## src/rtl/core/ega_pkg.sv

```systemverilog
// ----------------------------------------------------------------------------
// ega_pkg: shared types and constants for the extended gcd / inverse block
// Request and result beat layouts, quotient unit command set, status codes.
// ----------------------------------------------------------------------------
package ega_pkg;

  // operand and coefficient widths
  localparam int unsigned OpW   = 31;
  localparam int unsigned CoefW = 32;
  // shift count of the quotient unit: up to OpW-1 left shifts
  localparam int unsigned CntW  = $clog2(OpW);

  // status codes
  localparam logic [1:0] StOk     = 2'd0;
  localparam logic [1:0] StNoInv  = 2'd1;
  localparam logic [1:0] StZeroMd = 2'd2;

  // request beat
  typedef struct packed {
    logic           kind;
    logic [OpW-1:0] operand_a;
    logic [OpW-1:0] operand_b;
  } req_t;

  // result beat
  typedef struct packed {
    logic [OpW-1:0]          gcd;
    logic signed [CoefW-1:0] coef_a;
    logic signed [CoefW-1:0] coef_b;
    logic [OpW-1:0]          inverse;
    logic [1:0]              status;
  } res_t;

  // quotient unit commands
  typedef enum logic [2:0] {
    QHold,
    QLoad,
    QSwap,
    QAlign,
    QSub
  } qcmd_e;

  // sequencer to quotient unit
  typedef struct packed {
    qcmd_e          cmd;
    logic [OpW-1:0] ld_dividend;
    logic [OpW-1:0] ld_divisor;
  } qctl_t;

  // quotient unit to sequencer
  typedef struct packed {
    logic can_shift;
    logic cnt_zero;
    logic rem_zero;
  } qstat_t;

endpackage

```

## src/rtl/core/ega_quot_unit.sv

```systemverilog
// ----------------------------------------------------------------------------
// ega_quot_unit: shared shift-subtract quotient unit
// Aligns the divisor under the dividend, then retires one quotient bit per
// cycle, building q*s1 and q*t1 by Horner accumulation alongside.
// ----------------------------------------------------------------------------
module ega_quot_unit (
  input  logic                          clk_i,
  input  ega_pkg::qctl_t                ctl_i,
  input  logic [ega_pkg::CoefW-1:0]     s_mul_i,
  input  logic [ega_pkg::CoefW-1:0]     t_mul_i,
  output ega_pkg::qstat_t               stat_o,
  output logic [ega_pkg::OpW-1:0]       div_o,
  output logic [ega_pkg::CoefW-1:0]     s_prod_o,
  output logic [ega_pkg::CoefW-1:0]     t_prod_o
);

  logic [ega_pkg::OpW-1:0]   rem_q, rem_d;
  logic [ega_pkg::OpW-1:0]   div_q, div_d;
  logic [ega_pkg::CntW-1:0]  cnt_q, cnt_d;
  logic [ega_pkg::CoefW-1:0] sp_q, sp_d;
  logic [ega_pkg::CoefW-1:0] tp_q, tp_d;
  logic                      ge;

  // remainder covers the shifted divisor
  assign ge = (rem_q >= div_q);

  // flags for the sequencer
  assign stat_o.can_shift = ({div_q, 1'b0} <= {1'b0, rem_q});
  assign stat_o.cnt_zero  = (cnt_q == '0);
  assign stat_o.rem_zero  = (rem_q == '0);

  // datapath next state
  always_comb begin
    rem_d = rem_q;
    div_d = div_q;
    cnt_d = cnt_q;
    sp_d  = sp_q;
    tp_d  = tp_q;
    case (ctl_i.cmd)
      ega_pkg::QLoad: begin
        rem_d = ctl_i.ld_dividend;
        div_d = ctl_i.ld_divisor;
        cnt_d = '0;
        sp_d  = '0;
        tp_d  = '0;
      end
      ega_pkg::QSwap: begin
        rem_d = div_q;
        div_d = rem_q;
        cnt_d = '0;
        sp_d  = '0;
        tp_d  = '0;
      end
      ega_pkg::QAlign: begin
        div_d = {div_q[ega_pkg::OpW-2:0], 1'b0};
        cnt_d = cnt_q + 1'b1;
      end
      ega_pkg::QSub: begin
        if (ge) begin
          rem_d = rem_q - div_q;
        end
        sp_d = {sp_q[ega_pkg::CoefW-2:0], 1'b0} + (ge ? s_mul_i : '0);
        tp_d = {tp_q[ega_pkg::CoefW-2:0], 1'b0} + (ge ? t_mul_i : '0);
        if (cnt_q != '0) begin
          div_d = {1'b0, div_q[ega_pkg::OpW-1:1]};
          cnt_d = cnt_q - 1'b1;
        end
      end
      default: begin
        rem_d = rem_q;
      end
    endcase
  end

  // payload registers
  always_ff @(posedge clk_i) begin
    rem_q <= rem_d;
    div_q <= div_d;
    cnt_q <= cnt_d;
    sp_q  <= sp_d;
    tp_q  <= tp_d;
  end

  assign div_o    = div_q;
  assign s_prod_o = sp_q;
  assign t_prod_o = tp_q;

endmodule

```

## src/rtl/core/extended_gcd_mod_inverse.sv

```systemverilog
// ----------------------------------------------------------------------------
// extended_gcd_mod_inverse: extended Euclid with modular inverse
// Sequencer, Bezout coefficient registers and result stage around a shared
// shift-subtract quotient unit.
// ----------------------------------------------------------------------------
// Usage:
//   Request channel: drive req_i and raise start_i; the beat is taken at a
//   rising edge with start_i high and busy_o low. busy_o stays high until the
//   work is finished.
//   Result channel: done_o pulses for one cycle with the result beat on res_o.
//   The receiver cannot stall; the beat must be taken in that cycle.
// Sequence:
//   Each Euclid step runs in the quotient unit as align shifts, one subtract
//   per quotient bit and one update. SFix then reduces the inverse, SDone
//   forms the result, and done_o is raised on the following cycle. A zero
//   operand_b skips the loop. One request is handled at a time.
//   busy_o drops while done_o is shown, so the next request may start then.
// Reset:
//   rst_ni clears the sequencer and the strobe; no result is pending after.
// ----------------------------------------------------------------------------
module extended_gcd_mod_inverse (
  input  logic          clk_i,
  input  logic          rst_ni,
  input  logic          start_i,
  output logic          busy_o,
  input  ega_pkg::req_t req_i,
  output logic          done_o,
  output ega_pkg::res_t res_o
);

  // sequencer states
  localparam logic [2:0] SIdle   = 3'd0;
  localparam logic [2:0] SAlign  = 3'd1;
  localparam logic [2:0] SSub    = 3'd2;
  localparam logic [2:0] SUpdate = 3'd3;
  localparam logic [2:0] SFix    = 3'd4;
  localparam logic [2:0] SDone   = 3'd5;

  logic [2:0]                state_q, state_d;
  logic                      done_q, done_d;
  ega_pkg::res_t             res_q, res_d;

  logic                      kind_q, kind_d;
  logic [ega_pkg::OpW-1:0]   mod_q, mod_d;
  logic [ega_pkg::OpW-1:0]   gcd_q, gcd_d;
  logic [ega_pkg::CoefW-1:0] s0_q, s0_d, s1_q, s1_d;
  logic [ega_pkg::CoefW-1:0] t0_q, t0_d, t1_q, t1_d;
  logic [ega_pkg::OpW-1:0]   mr_q, mr_d;
  logic                      neg_q, neg_d;

  ega_pkg::qctl_t            qctl;
  ega_pkg::qstat_t           qstat;
  logic [ega_pkg::OpW-1:0]   q_div;
  logic [ega_pkg::CoefW-1:0] q_sp, q_tp;

  logic [ega_pkg::CoefW-1:0] mag;
  logic [ega_pkg::CoefW-1:0] mag_red;
  logic [ega_pkg::OpW-1:0]   inv_val;
  logic [1:0]                st_val;

  ega_quot_unit u_quot (
    .clk_i    (clk_i),
    .ctl_i    (qctl),
    .s_mul_i  (s1_q),
    .t_mul_i  (t1_q),
    .stat_o   (qstat),
    .div_o    (q_div),
    .s_prod_o (q_sp),
    .t_prod_o (q_tp)
  );

  // magnitude of s0 reduced once against the modulus
  assign mag     = s0_q[ega_pkg::CoefW-1] ? (~s0_q + 1'b1) : s0_q;
  assign mag_red = (mag >= {1'b0, mod_q}) ? (mag - {1'b0, mod_q}) : mag;

  // fold negative coefficient into [0, modulus)
  assign inv_val = (neg_q && (mr_q != '0)) ? (mod_q - mr_q) : mr_q;

  // status of the finished request
  always_comb begin
    if (!kind_q) begin
      st_val = ega_pkg::StOk;
    end else if (mod_q == '0) begin
      st_val = ega_pkg::StZeroMd;
    end else if (gcd_q > {{(ega_pkg::OpW-1){1'b0}}, 1'b1}) begin
      st_val = ega_pkg::StNoInv;
    end else begin
      st_val = ega_pkg::StOk;
    end
  end

  // sequencer
  always_comb begin
    state_d          = state_q;
    done_d           = 1'b0;
    res_d            = res_q;
    kind_d           = kind_q;
    mod_d            = mod_q;
    gcd_d            = gcd_q;
    s0_d             = s0_q;
    s1_d             = s1_q;
    t0_d             = t0_q;
    t1_d             = t1_q;
    mr_d             = mr_q;
    neg_d            = neg_q;
    qctl.cmd         = ega_pkg::QHold;
    qctl.ld_dividend = req_i.operand_a;
    qctl.ld_divisor  = req_i.operand_b;
    case (state_q)
      SIdle: begin
        if (start_i) begin
          qctl.cmd = ega_pkg::QLoad;
          kind_d   = req_i.kind;
          mod_d    = req_i.operand_b;
          gcd_d    = req_i.operand_a;
          s0_d     = {{(ega_pkg::CoefW-1){1'b0}}, 1'b1};
          s1_d     = '0;
          t0_d     = '0;
          t1_d     = {{(ega_pkg::CoefW-1){1'b0}}, 1'b1};
          state_d  = (req_i.operand_b == '0) ? SFix : SAlign;
        end
      end
      SAlign: begin
        // shift the divisor up, or retire the top quotient bit at once
        if (qstat.can_shift) begin
          qctl.cmd = ega_pkg::QAlign;
        end else begin
          qctl.cmd = ega_pkg::QSub;
          state_d  = qstat.cnt_zero ? SUpdate : SSub;
        end
      end
      SSub: begin
        qctl.cmd = ega_pkg::QSub;
        if (qstat.cnt_zero) begin
          state_d = SUpdate;
        end
      end
      SUpdate: begin
        // advance the coefficient pairs
        s0_d = s1_q;
        s1_d = s0_q - q_sp;
        t0_d = t1_q;
        t1_d = t0_q - q_tp;
        if (qstat.rem_zero) begin
          gcd_d   = q_div;
          state_d = SFix;
        end else begin
          qctl.cmd = ega_pkg::QSwap;
          state_d  = SAlign;
        end
      end
      SFix: begin
        mr_d    = mag_red[ega_pkg::OpW-1:0];
        neg_d   = s0_q[ega_pkg::CoefW-1];
        state_d = SDone;
      end
      SDone: begin
        res_d.gcd     = gcd_q;
        res_d.coef_a  = s0_q;
        res_d.coef_b  = t0_q;
        res_d.status  = st_val;
        res_d.inverse = (kind_q && (st_val == ega_pkg::StOk)) ? inv_val : '0;
        done_d        = 1'b1;
        state_d       = SIdle;
      end
      default: begin
        state_d = SIdle;
      end
    endcase
  end

  // control registers
  always_ff @(posedge clk_i or negedge rst_ni) begin
    if (!rst_ni) begin
      state_q <= SIdle;
      done_q  <= 1'b0;
    end else begin
      state_q <= state_d;
      done_q  <= done_d;
    end
  end

  // payload registers
  always_ff @(posedge clk_i) begin
    res_q  <= res_d;
    kind_q <= kind_d;
    mod_q  <= mod_d;
    gcd_q  <= gcd_d;
    s0_q   <= s0_d;
    s1_q   <= s1_d;
    t0_q   <= t0_d;
    t1_q   <= t1_d;
    mr_q   <= mr_d;
    neg_q  <= neg_d;
  end

  assign busy_o = (state_q != SIdle);
  assign done_o = done_q;
  assign res_o  = res_q;

endmodule

```

## config.mk

```make
export PLATFORM = sky130hd
export DESIGN_NAME = extended_gcd_mod_inverse
export DESIGN_NICKNAME = d
export VERILOG_FILES = /design/src/rtl/core/ega_pkg.sv /design/src/rtl/core/ega_quot_unit.sv /design/src/rtl/core/extended_gcd_mod_inverse.sv
export SDC_FILE = /design/constraint.sdc
export NUM_CORES = 1
export LEC_CHECK = 0
export BUFFER_PORTS_ARGS = -buffer_cell sky130_fd_sc_hd__buf_2
export CORE_MARGIN = 4
export CORE_UTILIZATION = 67
export DETAILED_ROUTE_END_ITERATION = 7
export PLACE_DENSITY = 0.91
export SYNTH_ARGS = -nofsm -noshare
export SYNTH_HDL_FRONTEND = slang
export SYNTH_SLANG_ARGS = --single-unit
```

## constraint.sdc

```tcl
create_clock -name clk_i -period 10.9 [get_ports clk_i]
set_input_delay 2.18 -clock clk_i [delete_from_list [all_inputs] [get_ports clk_i]]
set_output_delay 2.18 -clock clk_i [all_outputs]
set_load 0.02 [all_outputs]
```

# Word-level counts from Yosys, hierarchy flattened
# Index checks and enable logic that the tools add are counted.
[totals] regBits=486 output_inout_bits=130 elab_cells=112
[op_classes] n_addsub=10 magnitude_cmp=4 n_eq_ne=15 n_mux=37 bitwise=1 reduce_logical=24
[op_table] cell="32-bit case mux with 2 select lines" n=6
[op_table] cell="31-bit two-way mux" n=6
[op_table] cell="32-bit two-way mux" n=5
[op_table] cell="31-bit case mux with 4 select lines" n=1
[op_table] cell="31-bit zero test" n=3
[op_table] cell="31-bit case mux with 3 select lines" n=1
[op_table] cell="31-bit subtractor" n=3
[op_table] cell="32-bit adder" n=2
[op_table] cell="32-bit subtractor" n=2
[op_table] cell="31-bit case mux with 2 select lines" n=1
[op_table] cell="32-bit by 1-bit adder with 32-bit output, second input constant" n=1
[op_table] cell="32-bit by 31-bit >= comparator with 1-bit output" n=1
[op_table] cell="32-bit by 31-bit less-or-equal comparator with 1-bit output" n=1
[op_table] cell="32-bit NOT" n=1
[op_table] cell="31-bit >= comparator" n=1
[op_table] cell="31-bit by 1-bit greater-than comparator with 1-bit output, second input constant" n=1
[op_table] cell="31-bit nonzero test" n=1
[op_table] cell="3-bit two-way mux" n=6
[op_table] cell="3-bit case mux with 5 select lines" n=1
[op_table] cell="5-bit case mux with 3 select lines" n=1
[op_table] cell="3-bit by 2-bit equality test with 1-bit output, second input constant" n=4
[op_table] cell="3-bit case mux with 4 select lines" n=1
[op_table] cell="2-bit AND reduction" n=5
[op_table] cell="3-bit equality test, second input constant" n=3
[op_table] cell="other kinds (18)" n=33

# Logic depth before layout (Yosys ltp)
[depth] depth_word=7 depth_mapped=25 depth_no_buf=23

# By module
# From an unflattened synthesis, not the netlist that was laid out.
[unflattened] hier_cells=3197 hier_area_um2=32034.5
[modules_own_cells] module="extended_gcd_mod_inverse" instances=1 cells_each=1856 area_each_um2=20078.0 seq_area_each_um2=10640.2
[modules_own_cells] module="ega_quot_unit" instances=1 cells_each=1341 area_each_um2=11956.5 seq_area_each_um2=3933.8

# Least setup slack after synthesis
# Ideal clock, no wire load.
[synth_path] kind="input-to-reg" start="in start_i" end="reg s0_q[0] (netlist name) (enable)" setup_ps=1115 t_arrival_ps=4376 t_required_ps=9785 setup_slack_ps=5409 stages=2 path_cell_list="nand2_1 -> nand2_1"
[synth_via] elab_chain_cells=2
[synth_rtl] element="from (decl)" line="extended_gcd_mod_inverse.sv:24" rtl="input logic start_i,"
[synth_rtl] element="2-bit != test (no source line)"
[synth_rtl] element="2-bit AND reduction (no source line)"
[synth_rtl] element="to (signal assigned)" line="extended_gcd_mod_inverse.sv:189" rtl="s0_q <= s0_d;"
[synth_rtl] element="to (decl)" line="extended_gcd_mod_inverse.sv:46" rtl="logic [ega_pkg::CoefW-1:0] s0_q, s0_d, s1_q, s1_d;"
# No other way between the ends.
# A chain may end at the register's enable or synchronous reset.

# Worst setup path in the final report
[layout_path] start="reg u_quot.div_q (netlist bit u_quot.div_o[1])" end="reg u_quot.tp_q (netlist bit u_quot.t_prod_o[31]), data pin"
[layout_via] elab_chain_cells=6 elab_cells_between_ends=11
[layout_rtl] element="from (decl)" line="ega_quot_unit.sv:18" rtl="logic [ega_pkg::OpW-1:0] div_q, div_d;"
[layout_rtl] element="from (signal assigned)" line="ega_quot_unit.sv:78" rtl="div_q <= div_d;"
[layout_rtl] element="branches (longest 5 deep; another with 32-bit adder)"
[layout_rtl] element="32-bit case mux with 2 select lines *" line="ega_quot_unit.sv:39" rtl="case (ctl_i.cmd)"
[layout_rtl] element="to (signal assigned)" line="ega_quot_unit.sv:81" rtl="tp_q <= tp_d;"
[layout_rtl] element="to (decl)" line="ega_quot_unit.sv:21" rtl="logic [ega_pkg::CoefW-1:0] tp_q, tp_d;"
# Mark *: on every way between the ends.

==> results.md <==
* CTS tree: built
* Post-route insts no fill at about 3.8k
* Vias in the first global route at approximately 24k
* Ratio of final minimum period to clock period at about three fifths
* Upper clock frequency limit at around 0.15 GHz
* Clock-pin slew on the worst setup and hold paths at ~60 ps
* Worst min-delay path class: reg -> reg
* Worst flop-to-flop path startpoint: u_quot.div_o[1]
* Yosys warns at 0
* Hold Crit Start: gcd_q[18]
* Top_reg_cell synth: edfxtp_1
* Routability cong. at about 0.98
* Post-synth ARST share at less than 1%
* Antenna viol nets, final at 0
* R2R depth at 23
* Port buffer count at about 200
* Post-synth EDFFs at 482
* Post-route setup TNS at 0 ps
* R2R Setup Slk at 4280 ps
* Die area at 49,500 um^2
* Die H at 222 um
* CP endpoint kind: flop
* Final routed DRC violation total at 3
* Total gr overflow at 0
* Worst-path maximum fanout at 65
* CP Launch Type: flop
* Syn-to-layout area delta at 10.4%
* Hold_buf cts at 0
* Failing checks: DRC
* H-tree depth at 2
* Slew at the pin with the worst max-slew slack at between 1000 and 1500 ps
* Num CTS Buffers at 50
* Nets at roughly 3.5k
* Max cap viols at 0
* Post-CTS Resized at 0
* Via Count at roughly 25k
* Clock buffer depth at 3
* Crit path DAT at approximately 6900 ps
* Largest net degree at the start of global routing at 78
* Mean post-synth cell area at 10.4 um^2
* Iter 0 DRT Violations at between 3k and 4k
* Gate Count Post-Synth at slightly below 3k
* FF/Latch Area at between 10,000 and 15,000 um^2
* Commonest cells after routing, fill and taps aside: 482 x edfxtp_1, 248 x ha_1, 243 x inv_1, 230 x nor2_1, 201 x a21oi_1
* Status: finished with violations
* Worst hold slack at approximately 450 ps
* Critical Path RT at 11,220 ps
* Worst hold stages at 0
* RSZ-0062 raised after global routing: no
* Worst skew pair latency at just over 600 ps
* Fillers at ~3k
* Core Util, Final at 74.9%
* Synthesized area at just over 30,000 um^2
* Initial Utilization at between 60% and 70%
* Final Slew Violations at 0
* Worst Clk Skew at between 30 and 40 ps
* Dpl cells at between 3k and 4k
* Final Routed Wirelength at around 83,000 um
* Core Rows at ~80
* Via/cell ratio at around 6.6
* Sequential area share after synthesis at a little under half
* Initial antenna violation count at 3
* Io pins at slightly below 200
* Root buffer cell: clkbuf_16
* DP HPWL at a little under 60,000 um
* Number of distinct library cells after synthesis at 78
* Die Width at between 200 and 250 um
* RR Endpoint: u_quot.t_prod_o[31]
* Hold Path Sink: res_o[115]
* Syn_nets at 3,290
* Post-CTS Setup Inserts at 0
* Multi-input logic area at 15,000 um^2
* Share of layout cells above drive strength 1 at approximately 10%
* Setup-failing EPs final at 0
* CTS Sinks at approximately 490
* Max-Slew Margin vs Limit at between 20% and 30%
* Synth Register Bits at 486
* Drt pass-1 iters at 8
* Commonest non-fill, non-tap cell in the layout: edfxtp_1
* Final hold viol count at 0
* Fin crit period at 6620 ps
* CP Class: reg -> reg
* DR WL/cell at around 22 um
* Core footprint at roughly 45,000 um^2
* First-pass GRT wire length at ~130,000 um
* GR Util All Layers at around a third
cell families after synthesis:
| logic type | synth area share, % |
|---|---|
| flops | 47.3 |
| compound gates | 16.3 |
| simple gates | 14.5 |
| mux | 1.42 |
| fa+ha+maj | 10.6 |
| buf+inv | 4.19 |
| xor+xnor | 5.66 |
metal layers:
metal | track usage, % | share of wire, % | wire [um] | vias to the layer above
met4 | 15.1 | 5.6 | 4620 | 6
li1 | - | - | - | 11300
met1 | 42.8 | 38 | 31700 | 11800
met5 | 0.684 | 0.069 | 57 | -
met2 | 51.9 | 46 | 37700 | 1525
met3 | 5.72 | 10 | 8620 | 276
sequential cells by signal, summed over array words and instances, names as in the netlist:
name / flops
s1_q: 32
neg_q: 1
done_o: 1
u_quot.t_prod_o: 32
res_o: 128
u_quot.s_prod_o: 32
u_quot.div_o: 31
gcd_q: 31
u_quot.rem_q: 31
mod_q: 31
t1_q: 32
u_quot.cnt_q: 5
s0_q: 32
t0_q: 32
state_q: 3
mr_q: 31
kind_q: 1
cell usage after synthesis (all sizes together), types with 19 or more instances:
| library cell | instances | share of area [%] |
|---|---|---|
| a221o | 19 | 0.62 |
| o21ai | 199 | 3.3 |
| or3 | 24 | 0.52 |
| nand3 | 43 | 0.70 |
| nand4 | 39 | 0.79 |
| nand2 | 174 | 2.1 |
| a21oi | 201 | 3.3 |
| and2 | 79 | 1.6 |
| nor2b | 97 | 2.0 |
| nor2 | 233 | 2.8 |
| nor4 | 45 | 0.91 |
| nor3 | 38 | 0.62 |
| clkbuf | 85 | 1.0 |
| xor2 | 85 | 2.4 |
| xnor2 | 114 | 3.2 |
| o21bai | 20 | 0.49 |
| a222oi | 30 | 0.98 |
| a211oi | 26 | 0.65 |
| inv | 243 | 3.0 |
| edfxtp | 482 | 47 |
| ha | 248 | 10 |
| a21o | 108 | 2.6 |
| mux2 | 29 | 1.1 |
| o21a | 40 | 0.98 |
| nand2b | 38 | 0.80 |
metrics by stage:
step | instance area, um^2 | setup slack, ps
CTS | 34000 | 4380
finish | 34000 | 4280
floorplan | 30800 | 5410
global placement | 32400 | 4780
detailed placement | 32400 | 4530
global route | 34000 | 3700
critical path: stages (launching register included):
cell and delay [ps]:
edfxtp_1 460, inv_1 170, ha_1 260, nor2b_1 130, o21ai_0 210, a21oi_1 160
o21ai_0 420, a21oi_1 180, o211ai_1 320, o2bb2ai_4 150, buf_4 600, nor2b_1 110
ha_1 350, o21ai_0 120, a21boi_0 350, a21boi_0 360, a21oi_1 160, o21bai_1 290
a21oi_1 180, a311oi_1 640, nor3_1 140, a211o_1 280, xnor2_1 170, nor2_1 50
area by class of cell:
cell class	instances	share of cell area, %
clock buffer	62	3.90
inverter	244	2.69
multi-input combinational	2146	44.2
clock inverter	30	0.854
tap	600	2.21
antenna	1	0.00736
sequential	486	42.9
timing repair buffer	215	3.31
worst max path at each step:
stage,slack (ps),startpoint,to
after floorplan,5410,start_i,s0_q[0]
after global placement,4780,u_quot.div_o[1],u_quot.t_prod_o[31]
after detailed placement,4530,u_quot.div_o[1],u_quot.t_prod_o[31]
after CTS,4380,u_quot.div_o[1],u_quot.t_prod_o[31]
after global routing,3700,u_quot.div_o[1],u_quot.t_prod_o[29]
final,4280,u_quot.div_o[1],u_quot.t_prod_o[31]
Power is not shown: default switching activity piles up to over one toggle a cycle in this logic, so the estimate is an artifact.
